--- src/rtl/psrm_pkg.sv ---
// Shared types, constants and codes of the per-source rate meter.
// Used by every module of the block; depends on nothing.
package psrm_pkg;

   localparam int FLOW_ENTRIES_DEFAULT = 16;
   localparam int QUEUE_DEPTH = 4;
   localparam logic [31:0] INTERVAL_RESET = 32'd1000000;
   localparam logic [19:0] USEC_PER_SEC = 20'd1000000;
   localparam logic [47:0] MAX48 = 48'hFFFF_FFFF_FFFF;
   localparam int PROD_W = 84;
   localparam int DIV_STEPS = 84;

   localparam logic OP_PACKET = 1'b0;
   localparam logic OP_TICK = 1'b1;

   typedef struct packed {
      logic        operation;
      logic [31:0] source_address;
      logic [15:0] byte_count;
      logic [23:0] elapsed_us;
   } req_type;

   typedef struct packed {
      logic [31:0] report_address;
      logic [47:0] rate_bytes_per_sec;
      logic [47:0] peak_rate;
      logic        timed_out;
      logic        last_report;
   } rsp_type;

   typedef enum logic {
      CMD_PACKET,
      CMD_TICK
   } cmd_kind_type;

   typedef struct packed {
      cmd_kind_type kind;
      logic [31:0]  address;
      logic [15:0]  byte_count;
      logic [23:0]  elapsed_us;
   } cmd_type;

   typedef struct packed {
      logic        valid;
      logic [31:0] address;
      logic [63:0] elapsed;
      logic [63:0] bytes;
      logic [63:0] report_time;
      logic [63:0] report_bytes;
      logic [47:0] peak;
   } entry_type;

   typedef enum logic [3:0] {
      BK_CLEAR,
      BK_IDLE,
      BK_PK_RD,
      BK_PK_CHK,
      BK_TK_RD,
      BK_TK_ADD,
      BK_TK_CMP,
      BK_TK_DIV,
      BK_TK_WB,
      BK_TK_END
   } back_state_type;

   typedef enum logic [2:0] {
      DIV_IDLE,
      DIV_MUL_LO,
      DIV_MUL_HI,
      DIV_SUM,
      DIV_RUN,
      DIV_FIN
   } div_state_type;

endpackage

--- src/rtl/psrm_front.sv ---
// Front end: accepts commands, classifies them and holds them in a short queue.
// Depends on psrm_pkg.
module psrm_front
   import psrm_pkg::*;
(
   input  logic    clock,
   input  logic    reset,
   input  logic    start,
   input  req_type req_data,
   input  logic    clear_active,
   output logic    busy,
   input  logic    pop,
   output logic    cmd_valid,
   output cmd_type cmd
);

   localparam int QP_W = $clog2(QUEUE_DEPTH);

   cmd_type         queue_ff [QUEUE_DEPTH];
   logic [QP_W-1:0] wr_ptr_ff;
   logic [QP_W:0]   count_ff;
   logic [QP_W-1:0] rd_ptr_ff;
   logic            push;
   cmd_type         cmd_in;

   // The queue refuses items while full and while the table is being cleared.
   assign busy = (count_ff == (QP_W+1)'(QUEUE_DEPTH)) || clear_active;
   assign push = start && !busy;
   assign cmd_valid = (count_ff != '0);
   assign cmd = queue_ff[rd_ptr_ff];

   // Classify the item by its operation code.
   always_comb begin
      cmd_in.kind = (req_data.operation == OP_TICK) ? CMD_TICK : CMD_PACKET;
      cmd_in.address = req_data.source_address;
      cmd_in.byte_count = req_data.byte_count;
      cmd_in.elapsed_us = req_data.elapsed_us;
   end

   // Queue storage.
   always_ff @(posedge clock) begin
      if (push) begin
         queue_ff[wr_ptr_ff] <= cmd_in;
      end
   end

   // Queue pointers and fill count.
   always_ff @(posedge clock) begin
      if (reset) begin
         wr_ptr_ff <= '0;
         rd_ptr_ff <= '0;
         count_ff <= '0;
      end else begin
         if (push) begin
            wr_ptr_ff <= wr_ptr_ff + 1'b1;
         end
         if (pop) begin
            rd_ptr_ff <= rd_ptr_ff + 1'b1;
         end
         if (push && !pop) begin
            count_ff <= count_ff + 1'b1;
         end else if (pop && !push) begin
            count_ff <= count_ff - 1'b1;
         end
      end
   end

endmodule

--- config.mk ---
export PLATFORM = sky130hd
export DESIGN_NAME = psrm_front
export DESIGN_NICKNAME = d
export VERILOG_FILES = /design/src/rtl/psrm_pkg.sv /design/src/rtl/psrm_front.sv
export SDC_FILE = /design/constraint.sdc
export NUM_CORES = 1
export LEC_CHECK = 0
export BUFFER_PORTS_ARGS = -buffer_cell sky130_fd_sc_hd__buf_2
export CORE_UTILIZATION = 28
export DETAILED_ROUTE_END_ITERATION = 8
export PLACE_DENSITY = 0.46
export SYNTH_ARGS = -nofsm -noshare
export SYNTH_HDL_FRONTEND = slang
export SYNTH_SLANG_ARGS = --single-unit
--- constraint.sdc ---
create_clock -name clock -period 4.6 [get_ports clock]
set_clock_uncertainty 0.2 [all_clocks]
set_input_delay 0.69 -clock clock [delete_from_list [all_inputs] [get_ports clock]]
set_output_delay 0.69 -clock clock [all_outputs]
set_load 0.01 [all_outputs]
# ---- Word level (Yosys, flattened, before mapping)
# Memory sizes are Yosys's and may differ from the RTL's. A register that Yosys moved wholly into a read port is not among the register bits.
# Index checks and enable logic that the tools add are counted.
# Widths: inputs -> output; s select.
dict set report word_totals {
  ff_bits 7
  ram_bits 292
  output_inout_bits 75
  word_cells 25
  n_memories 1
}
dict set report op_classes {
  n_addsub 4
  eq_ne 1
  muxes 7
  reduce_logical 9
}
# name words word_bits read_ports rd_clocked_by_memory_dff wr line_no
set mem_list {}
lappend mem_list {queue_ff 4 73 1 1 1 psrm_front.sv:19} ;# cmd_type queue_ff [QUEUE_DEPTH];
# operator n
set ops {}
lappend ops {{$mux 3} 2}
lappend ops {{$add 2x1->2 const B} 2}
lappend ops {{$mux 2} 2}
lappend ops {{$add 3x1->3 const B} 1}
lappend ops {{$eq 3x3->1 const B} 1}
lappend ops {{$logic_and 1x1->1} 3}
lappend ops {{$logic_not 1->1} 3}
lappend ops {{$mux 1} 3}
lappend ops {{$reduce_bool 3->1} 1}
lappend ops {{$sub 3x1->3 const B} 1}
lappend ops {{$reduce_bool 2->1} 1}
lappend ops {{$logic_or 1x1->1} 1}

# ---- Longest topological paths before layout
# Gate-level depths: netlist of run 1.
dict set report depth {
  word_depth 8
  depth_mapped 8
}

# ---- Worst setup path after synthesis of run 1
# No wires, ideal clock.
dict set report synth_timing {
  path_type {input to register}
  startpoint {input clear_active}
  endpoint {memory queue_ff[0][0] (netlist bit) (enable)}
  arrival_ns 2.805
  required_time_ns 3.961
  setup_slack_ns 1.156
  stages 3
  path_buffers 0
  cell_sequence {nand2b_1 -> a21oi_2 -> and2_1}
}
dict set report synth_between {
  elab_chain_len 5
}
# item line_no
set synth_lines {}
lappend synth_lines {{start: declaration} psrm_front.sv:10} ;# input logic clear_active,
lappend synth_lines {{$logic_or 1x1->1} psrm_front.sv:27} ;# assign busy = (count_ff == (QP_W+1)'(QUEUE_DEPTH)) || clear_active;
lappend synth_lines {{$logic_not 1->1} psrm_front.sv:28} ;# assign push = start && !busy;
lappend synth_lines {{$logic_and 1x1->1} psrm_front.sv:28}
lappend synth_lines {{via push} psrm_front.sv:23} ;# logic push;
lappend synth_lines {{$mux 1} psrm_front.sv:42} ;# if (push) begin
lappend synth_lines {{$mux 1 (not written as such)} psrm_front.sv:43} ;# queue_ff[wr_ptr_ff] <= cmd_in;
lappend synth_lines {{end: declaration} psrm_front.sv:19}
# The timed path passes the listed nets, and every way through them passes these cells.

==> reports/results.tsv, run 1 <==
metric	value	unit
Die Footprint	40300	um2
final setup fails	0	
cells after synthesis	430	
setup TNS	0	ns
top cells by area, synth	edfxtp_1 (79%), mux4_2 (15%), dfxtp_1 (1.6%)	
vias per inst	4.31	
port bufs	152	
gp weighted congestion	0.655	
RSZ-0062 raised after global routing	no	
# diodes	0	
# Max-Cap Violations	0	
Yosys top cell area share	79.2	%
Seq cells post-synth	301	
cts hold-fix bufs	0	
Synth area leader	edfxtp_1	
maximum vdd drop	0.311	mV
clk slew on worst S/H paths	0.06	ns
Synth Flop Type	edfxtp_1	
CTS Root Cell	clkbuf_16	
WL/cell	19.1	um
Routed WL	22.2	mm
HPWL after DPL	13.3	mm
Worst-Margin Slew	0.925	ns
width of the die	201	um
Seq/Total Area, Yosys	80.8	%
Final Non-Filler Cells	1161	
Worst EP arrival	2.37	ns
Overflow after GRT	0	
layout cells sized above 1	47.1	%
worst hold path type	in -> reg	
total number of vias	5004	
largest net degree at the start of global routing	57	
ys async rst share	0	%
PostCTS Resize Cnt	0	
Final Cycle Share	70.9	%
count leader, synth	edfxtp_1	
number of remaining DRC errors	0	
slowest cell on the critical path	buf_4	
initial core utilization	28.5	%
TritonRoute pass-1 iters	4	
total power draw	6.41	mW
leakage power	4.51	nW
fmax	307	MHz
vias in the first global route	5720	
CTS tree	built	
pwr/cell area	472	nW/um2
Pins Over Slew Limit	0	
H-tree depth	2	
DP Cell Count	1095	
CTS Buffer Depth	3	
area grow syn2layout	22.5	%
Critical Path RT	3.71	ns
CP endpoint kind	primary output	
Synth cell types	25	
Total GRT Usage	11.3	%
Slew headroom	38.4	%
initial antenna violation count	0	
slowest cell delay on critical path	0.66	ns
EDFF count, synth	292	
Iter 0 DRT Violations	181	
clk sinks	301	
Cell Area, Synth	11100	um2
Top Ports	153	
Final Hold Viols	0	
Final WS setup	1.34	ns
post-CTS setup buffers	0	
fin nets	699	
TritonCTS buffer count	36	
Detail Route Antenna Nets	0	
# rows	72	
run status	completed	
Chip Height	201	um
CP max FO	41	
clock latency on the worst-skew pair	0.53	ns
Ys Warns	0	
Crit Path Class	reg -> out	
Syn Nets	514	
Core Area	38800	um2
Reg2Reg Launch Point	count_ff[0]	
first-pass GRT wire length	34.0	mm
HP Start	req_data[12]	
synthesized area per cell	25.7	um2
post-layout min period	3.26	ns
critical path launch point type	flop	
CP Cell Sequence	buf_4 -> mux4_2 -> buf_2	
synth cell count leaders	edfxtp_1 (292), mux4_2 (72), dfxtp_1 (9), nor2_1 (8)	
setup slack after placement	1.45	ns
## worst max-delay path, delay by kind of cell, from the launching register on
family | cells | cell delay [ns]
buf+inv | 2 | 0.82
mux | 1 | 0.63
flops | 1 | 0.34
## logic make-up after synthesis
logic type	synth area share (%)
buffers and inverters	1.90
AO/OA/AOI/OAI	0.237
multiplexers	15.2
flip-flops	80.8
adder cells (fa/ha/maj)	0.746
XOR/XNOR	0.316
AND/OR/NAND/NOR	0.814
## routing by layer
metal  part of all wire, %  up-vias  global-route usage [%]
li1                      -     2212                       -
met1                    43     2622                    13.9
met2                    50      131                    18.9
met3                   5.2       39                    3.52
met4                   2.2        0                    3.82
met5                     0        -                       0
## cell type report
class / count / area [um2]
clock buffer: 45 / 986
fill: 3619 / 25300
multi-input combinational: 108 / 1920
sequential: 301 / 8960
clock inverter: 21 / 181
tap: 518 / 648
inverter: 4 / 15.0
timing repair buffer: 164 / 851
## per-stage QoR
stage | hold slack (ns) | cell area, um2 | utilization [%]
2_1_floorplan | 0.282 | 11100 | -
3_3_place_gp | 0.302 | 12400 | 31.9
3_5_place_dp | 0.335 | 12400 | 31.9
4_1_cts | 0.133 | 13600 | 34.9
5_1_grt | 0.144 | 13600 | 34.9
6_report | 0.175 | 13600 | 34.9
## registers in the layout, summed over array words and instances, names as in the netlist, named ones only
register	count
wr_ptr_ff	2
count_ff	3
rd_ptr_ff	2
queue_ff	292
## where the power goes
part	internal, mW	switching (mW)	total (mW)
Combinational	0.249	0.282	0.530
Clock	1.65	1.08	2.73
Sequential	3.11	0.0438	3.15
Total	5.00	1.41	6.41
## path summary, 6_finish.rpt
check / endpoint / slack, ns / depth (start not counted)
max: cmd[62] / 1.34 / 3
min: queue_ff[3][12] / 0.17 / 1
max reg2reg: queue_ff[3][69] / 1.94 / 4
min reg2reg: rd_ptr_ff[0] / 0.34 / 2
## layout by cell type, fill, tap and decap left out, types with 2 or more instances in the layout
cell type / instances
ha_1: 5
dfxtp_4: 2
clkinvlp_4: 3
and2_4: 4
inv_1: 4
edfxtp_1: 292
clkbuf_8: 3
bufinv_16: 2
buf_2: 152
mux2i_1: 2
inv_6: 3
clkbuf_1: 5
xor2_1: 3
clkbuf_16: 37
buf_4: 12
dfxtp_1: 7
clkinv_2: 9
or3_1: 2
mux4_2: 72
nor2_1: 8
clkinv_1: 2
nand2b_1: 3
Note: power is estimated with default switching activity, not from simulation.
==> inputs of run 2 (changes only) <==
==> constraint.sdc (replaced) <==
create_clock -name clock -period 3.1 [get_ports clock]
set_clock_uncertainty 0.2 [all_clocks]
set_input_delay 0.465 -clock clock [delete_from_list [all_inputs] [get_ports clock]]
set_output_delay 0.465 -clock clock [all_outputs]
set_load 0.01 [all_outputs]
==> reports/results.tsv, run 2 (synthesized netlist as in run 1, its figures left out) <==
metric	value	unit	change
Worst EP arrival	2.15	ns	-0.22 ns
RSZ-0062 raised after global routing	no		
H-tree depth	2		unchanged
total number of vias	5259		+5.1%
max reg flops	292		unchanged
Detail Route Antenna Nets	0		unchanged
worst hold path type	in -> reg		
clk slew on worst S/H paths	0.05	ns	about the same
setup TNS	0	ns	unchanged
Critical Path RT	2.43	ns	-1.28 ns
Worst Hold Depth	3		+2
number of remaining DRC errors	0		unchanged
Cell Area, Placed	12500	um2	+0.77%
TritonCTS buffer count	35		-2.8%
Biggest register	queue_ff		
Chip Height	201	um	unchanged
vias in the first global route	5973		+4.4%
# rows	72		unchanged
R2R setup slack	0.65	ns	-1.29 ns
gp weighted congestion	0.691		+5.5%
Total GRT Usage	11.6	%	+0.24 points
CTS tree	built		
WL/cell	18.4	um	-3.6%
final instance area	14300	um2	+5.7%
Worst-Margin Slew	0.536	ns	-0.388 ns
width of the die	201	um	unchanged
leakage power	4.81	nW	+6.7%
Die Footprint	40300	um2	unchanged
CTS Root Cell	clkbuf_16		
# diodes	0		unchanged
CP endpoint kind	primary output		
HP Start	pop		
# Max-Cap Violations	0		unchanged
initial core utilization	28.5	%	unchanged
fin nets	773		+11%
vias per inst	4.28		-0.80%
fmax	355	MHz	
PostCTS Resize Cnt	0		unchanged
Overflow after GRT	0		unchanged
Final Hold Viols	0		unchanged
Iter 0 DRT Violations	230		+27%
layout cells sized above 1	41.0	%	-6.1 points
maximum vdd drop	0.341	mV	+9.7%
clock latency on the worst-skew pair	0.52	ns	about the same
post-layout util	36.9	%	+2.0 points
post-layout min period	2.82	ns	
final setup fails	0		unchanged
Slew headroom	64.2	%	+26 points
Routed WL	22.7	mm	+2.1%
clk sinks	301		unchanged
run status	completed		
HPWL after DPL	13.0	mm	-2.5%
largest net degree at the start of global routing	44		-23%
Final Cycle Share	90.9	%	
most common cell after layout, fill and taps aside	edfxtp_1		
largest registers	queue_ff x292, count_ff x3		
Core Area	38800	um2	unchanged
Pins Over Slew Limit	0		unchanged
Reg2Reg Launch Point	count_ff[0]		
pwr/cell area	663	nW/um2	+40%
initial antenna violation count	0		unchanged
TritonRoute pass-1 iters	4		unchanged
first-pass GRT wire length	35.0	mm	+2.7%
CTS Buffer Depth	3		unchanged
Top Ports	153		unchanged
CP max FO	30		-27%
area grow syn2layout	29.5	%	
FF-to-FF End	count_ff[2]		
Crit Path Class	reg -> out		
most frequent cells in the layout	edfxtp_1 (292), buf_2 (152), dlygate4sd3_1 (74), mux4_2 (72), clkbuf_16 (37)		
critical path launch point type	flop		
port bufs	152		unchanged
path depth of the worst reg2reg path	8		+4
==> run 2: changes by cell type in the layout (fill, tap and decap cells not counted), moves of 3 or more <==
cell,delta
buf_4,-6
clkinv_1,+4
clkinv_2,-4
dlygate4sd3_1,+74
inv_6,-3
buf_12,+7
clkbuf_8,-3
==> run 2: routing by layer <==
metal	GRT usage (%)	wire [um]	up-vias
met5	0	0	-
met4	5.02	559	0
met3	2.86	1140	35
met2	19.1	10900	138
met1	14.5	10000	2735
li1	-	-	2351
==> run 2: worst max path at each step <==
| stage | start | to | slack, ns | cells past startpoint |
|---|---|---|---|---|
| 2_1_floorplan | clear_active | queue_ff[0][0] | 0.68 | 3 |
| 3_3_place_gp | clear_active | count_ff[2] | 0.57 | 9 |
| 3_5_place_dp | clear_active | count_ff[2] | 0.53 | 9 |
| 4_1_cts | flop | cmd[46] | 0.19 | 3 |
| 5_1_grt | flop | cmd[6] | 0.15 | 3 |
| 6_report | flop | cmd[7] | 0.28 | 3 |
==> run 2: what timing repair did <==
item                                    4_1_cts  5_1_grt
setup buffers                                 0        0
hold endpoints to repair                    293        0
hold buffers                                 74        0
endpoints found under the setup margin        0        0
==> run 2: worst max-delay path, stage by stage, from the launching register on <==
cell	delay (ns)
dfxtp_4	0.56
buf_12	0.31
mux4_2	0.57
buf_2	0.16
==> run 2: final cells by class <==
class,instances,area [um2]
Clock buffer,44,952
Clock inverter,16,154
Fill cell,3583,24500
Inverter,4,15.0
Multi-Input combinational cell,108,1920
Sequential cell,301,8960
Tap cell,518,648
Timing Repair Buffer,239,1690
==> run 2: where the power goes <==
group | switching (mW) | internal (mW) | leakage, nW
Sequential | 0.0518 | 4.61 | 2.73
Combinational | 0.444 | 0.446 | 1.54
Clock | 1.54 | 2.42 | 0.540
Total | 2.04 | 7.47 | 4.81
==> run 2: stage by stage <==
stage               std cells  power (mW)  worst slack [ns]  hold WS [ns]
floorplan                 430        5.24             0.675         0.282
global placement         1096        5.56             0.565         0.297
detailed placement       1096        5.59             0.529         0.307
CTS                      1230        9.69             0.186        0.0308
global route             1230        9.87             0.146        0.0878
finish                   1230        9.51             0.284        0.0708
==> inputs of run 3 (changes only) <==
--- a/config.mk
+++ b/config.mk
@@ -6,9 +6,12 @@
 export NUM_CORES = 1
 export LEC_CHECK = 0
 export BUFFER_PORTS_ARGS = -buffer_cell sky130_fd_sc_hd__buf_2
+export CELL_PAD_IN_SITES_DETAIL_PLACEMENT = 1
+export CELL_PAD_IN_SITES_GLOBAL_PLACEMENT = 1
 export CORE_UTILIZATION = 28
+export CTS_CLUSTER_DIAMETER = 40
 export DETAILED_ROUTE_END_ITERATION = 8
-export PLACE_DENSITY = 0.46
+export PLACE_DENSITY = 0.5
 export SYNTH_ARGS = -nofsm -noshare
 export SYNTH_HDL_FRONTEND = slang
 export SYNTH_SLANG_ARGS = --single-unit
==> constraint.sdc (replaced) <==
create_clock -name clock -period 3.1 [get_ports clock]
set_clock_uncertainty 0.2 [all_clocks]
set_input_delay 0.465 -clock clock [delete_from_list [all_inputs] [get_ports clock]]
set_output_delay 0.465 -clock clock [all_outputs]
set_load 0.1 [all_outputs]
==> reports/results.tsv, run 3 (synthesized netlist as in run 1, its figures left out) <==
metric	value	unit	change
total number of vias	5404		+2.8%
Slew headroom	65.3	%	+1.0 points
clk slew on worst S/H paths	0.05	ns	about the same
final hold slack	0.0466	ns	-0.0243 ns
Crit Path Class	reg -> out		
path depth of the worst reg2reg path	8		unchanged
Worst-Margin Slew	0.524	ns	-0.0120 ns
area grow syn2layout	32.6	%	
gp weighted congestion	0.689		-0.29%
total power draw	11.3	mW	+19%
Flop pwr share	41.1	%	-7.9 points
clock latency on the worst-skew pair	0.54	ns	+0.02 ns
fin nets	784		+1.4%
pwr/cell area	772	nW/um2	+16%
Pins Over Slew Limit	0		unchanged
# rows	72		unchanged
cts hold-fix bufs	74		unchanged
leakage power	4.97	nW	+3.4%
TritonCTS buffer count	45		+29%
largest net degree at the start of global routing	46		+4.5%
max reg flops	292		unchanged
number of remaining DRC errors	0		unchanged
maximum vdd drop	0.403	mV	+18%
Critical Path RT	2.43	ns	about the same
fmax	340	MHz	-4.3%
Worst EP arrival	2.28	ns	+0.13 ns
initial core utilization	28.5	%	unchanged
internal power	8.02	mW	+7.4%
Die Footprint	40300	um2	unchanged
CP endpoint kind	primary output		
Detail Route Antenna Nets	0		unchanged
layout cells sized above 1	43.4	%	+2.4 points
Total GRT Usage	12.2	%	+0.57 points
Biggest register	queue_ff		
largest registers	queue_ff x292, count_ff x3		
PostCTS Resize Cnt	0		unchanged
DP Cell Count	1097		+0.091%
run status	completed		
Top Ports	153		unchanged
post-layout util	37.8	%	+0.89 points
Overflow after GRT	0		unchanged
# Max-Cap Violations	0		unchanged
Critical Path End	cmd[13]		
Reg2Reg Launch Point	count_ff[0]		
final setup fails	0		unchanged
CTS tree	built		
post-CTS setup buffers	0		unchanged
Clock power frac	42.3	%	+0.7 points
width of the die	201	um	unchanged
post-layout min period	2.94	ns	+0.127 ns
FF-to-FF End	count_ff[2]		
Final Hold Viols	0		unchanged
setup TNS	0	ns	unchanged
most common cell after layout, fill and taps aside	edfxtp_1		
initial antenna violation count	0		unchanged
vias in the first global route	6349		+6.3%
CP max FO	27		-10%
first-pass GRT wire length	37.0	mm	+5.9%
RSZ-0062 raised after global routing	no		
Final Non-Filler Cells	1253		+1.9%
Sw Share	29.3	%	+7.8 points
CTS Buffer Depth	3		unchanged
Final Cycle Share	95.0	%	+4.1 points
Routed WL	23.6	mm	+4.2%
Iter 0 DRT Violations	213		-7.4%
HPWL after DPL	13.7	mm	+5.2%
# diodes	0		unchanged
Chip Height	201	um	unchanged
clk sinks	301		unchanged
most frequent cells in the layout	edfxtp_1 (292), buf_2 (152), dlygate4sd3_1 (74), mux4_2 (72), clkbuf_16 (45)		
combinational power share	16.6	%	+7.2 points
Core Area	38800	um2	unchanged
WL/cell	18.8	um	+2.3%
port bufs	152		unchanged
Net Sw Power	3.32	mW	+63%
vias per inst	4.31		+0.87%
R2R setup slack	0.59	ns	-0.06 ns
CTS Root Cell	clkbuf_16		
TritonRoute pass-1 iters	4		unchanged
critical path launch point type	flop		
worst hold path type	in -> reg		
H-tree depth	2		unchanged
-- run 3: cell count changes in the layout (fill, tap and decap cells not counted) --
cell / previous run / this run
clkinv_4: 1 / 5
clkinv_2: 5 / 6
clkinv_1: 6 / 1
inv_6: 0 / 7
clkinvlp_4: 1 / 5
buf_4: 6 / 7
inv_8: 0 / 2
clkbuf_16: 37 / 45
clkbuf_1: 7 / 8
-- run 3: metal layers --
metal | part of all wire [%] | up-vias | GRT usage, % | wire length (um)
met5 | 0 | - | 0 | 0
met4 | 2.3 | 0 | 5.18 | 554
met3 | 4.5 | 41 | 2.97 | 1050
met2 | 51 | 124 | 20.8 | 12100
met1 | 42 | 2848 | 14.5 | 9920
li1 | - | 2391 | - | -
-- run 3: power by group through the flow --
stage / sequential, mW / clock (mW) / combinational (mW)
2_1_floorplan: 4.72 / 0 / 1.52
3_3_place_gp: 4.73 / 0 / 1.81
3_5_place_dp: 4.74 / 0 / 1.83
4_1_cts: 4.66 / 4.96 / 1.91
5_1_grt: 4.67 / 5.11 / 1.96
6_report: 4.66 / 4.80 / 1.88
-- run 3: worst max-delay path, cell delays in order, from the launching register on --
cell and delay [ns]:
dfxtp_4 0.54, buf_12 0.30, mux4_2 0.57, buf_2 0.32
-- run 3: worst min-delay path by stage --
stage	start	endpoint	slack (ns)	depth (start not counted)
2_1_floorplan	wr_ptr_ff[1]	wr_ptr_ff[1]	0.28	2
3_3_place_gp	wr_ptr_ff[1]	wr_ptr_ff[1]	0.30	2
3_5_place_dp	rd_ptr_ff[1]	flop	0.32	2
4_1_cts	pop	flop	0.01	3
5_1_grt	pop	flop	0.07	3
6_report	pop	flop	0.05	3
-- run 3: cell type report --
cell class / instances / area, um2
clock buffer: 53 / 1160
clock inverter: 29 / 289
fill: 3776 / 24100
inverter: 4 / 15.0
multi-input combinational: 108 / 1920
sequential: 301 / 8960
tap: 518 / 648
timing repair buffer: 240 / 1690
-- run 3: stage by stage --
step / setup WS (ns) / instance area [um2]
after floorplan: 0.675 / 11100
after global placement: 0.522 / 12500
after detailed placement: 0.448 / 12500
after CTS: 0.0504 / 14700
after global routing: 0.00888 / 14700
final: 0.156 / 14700
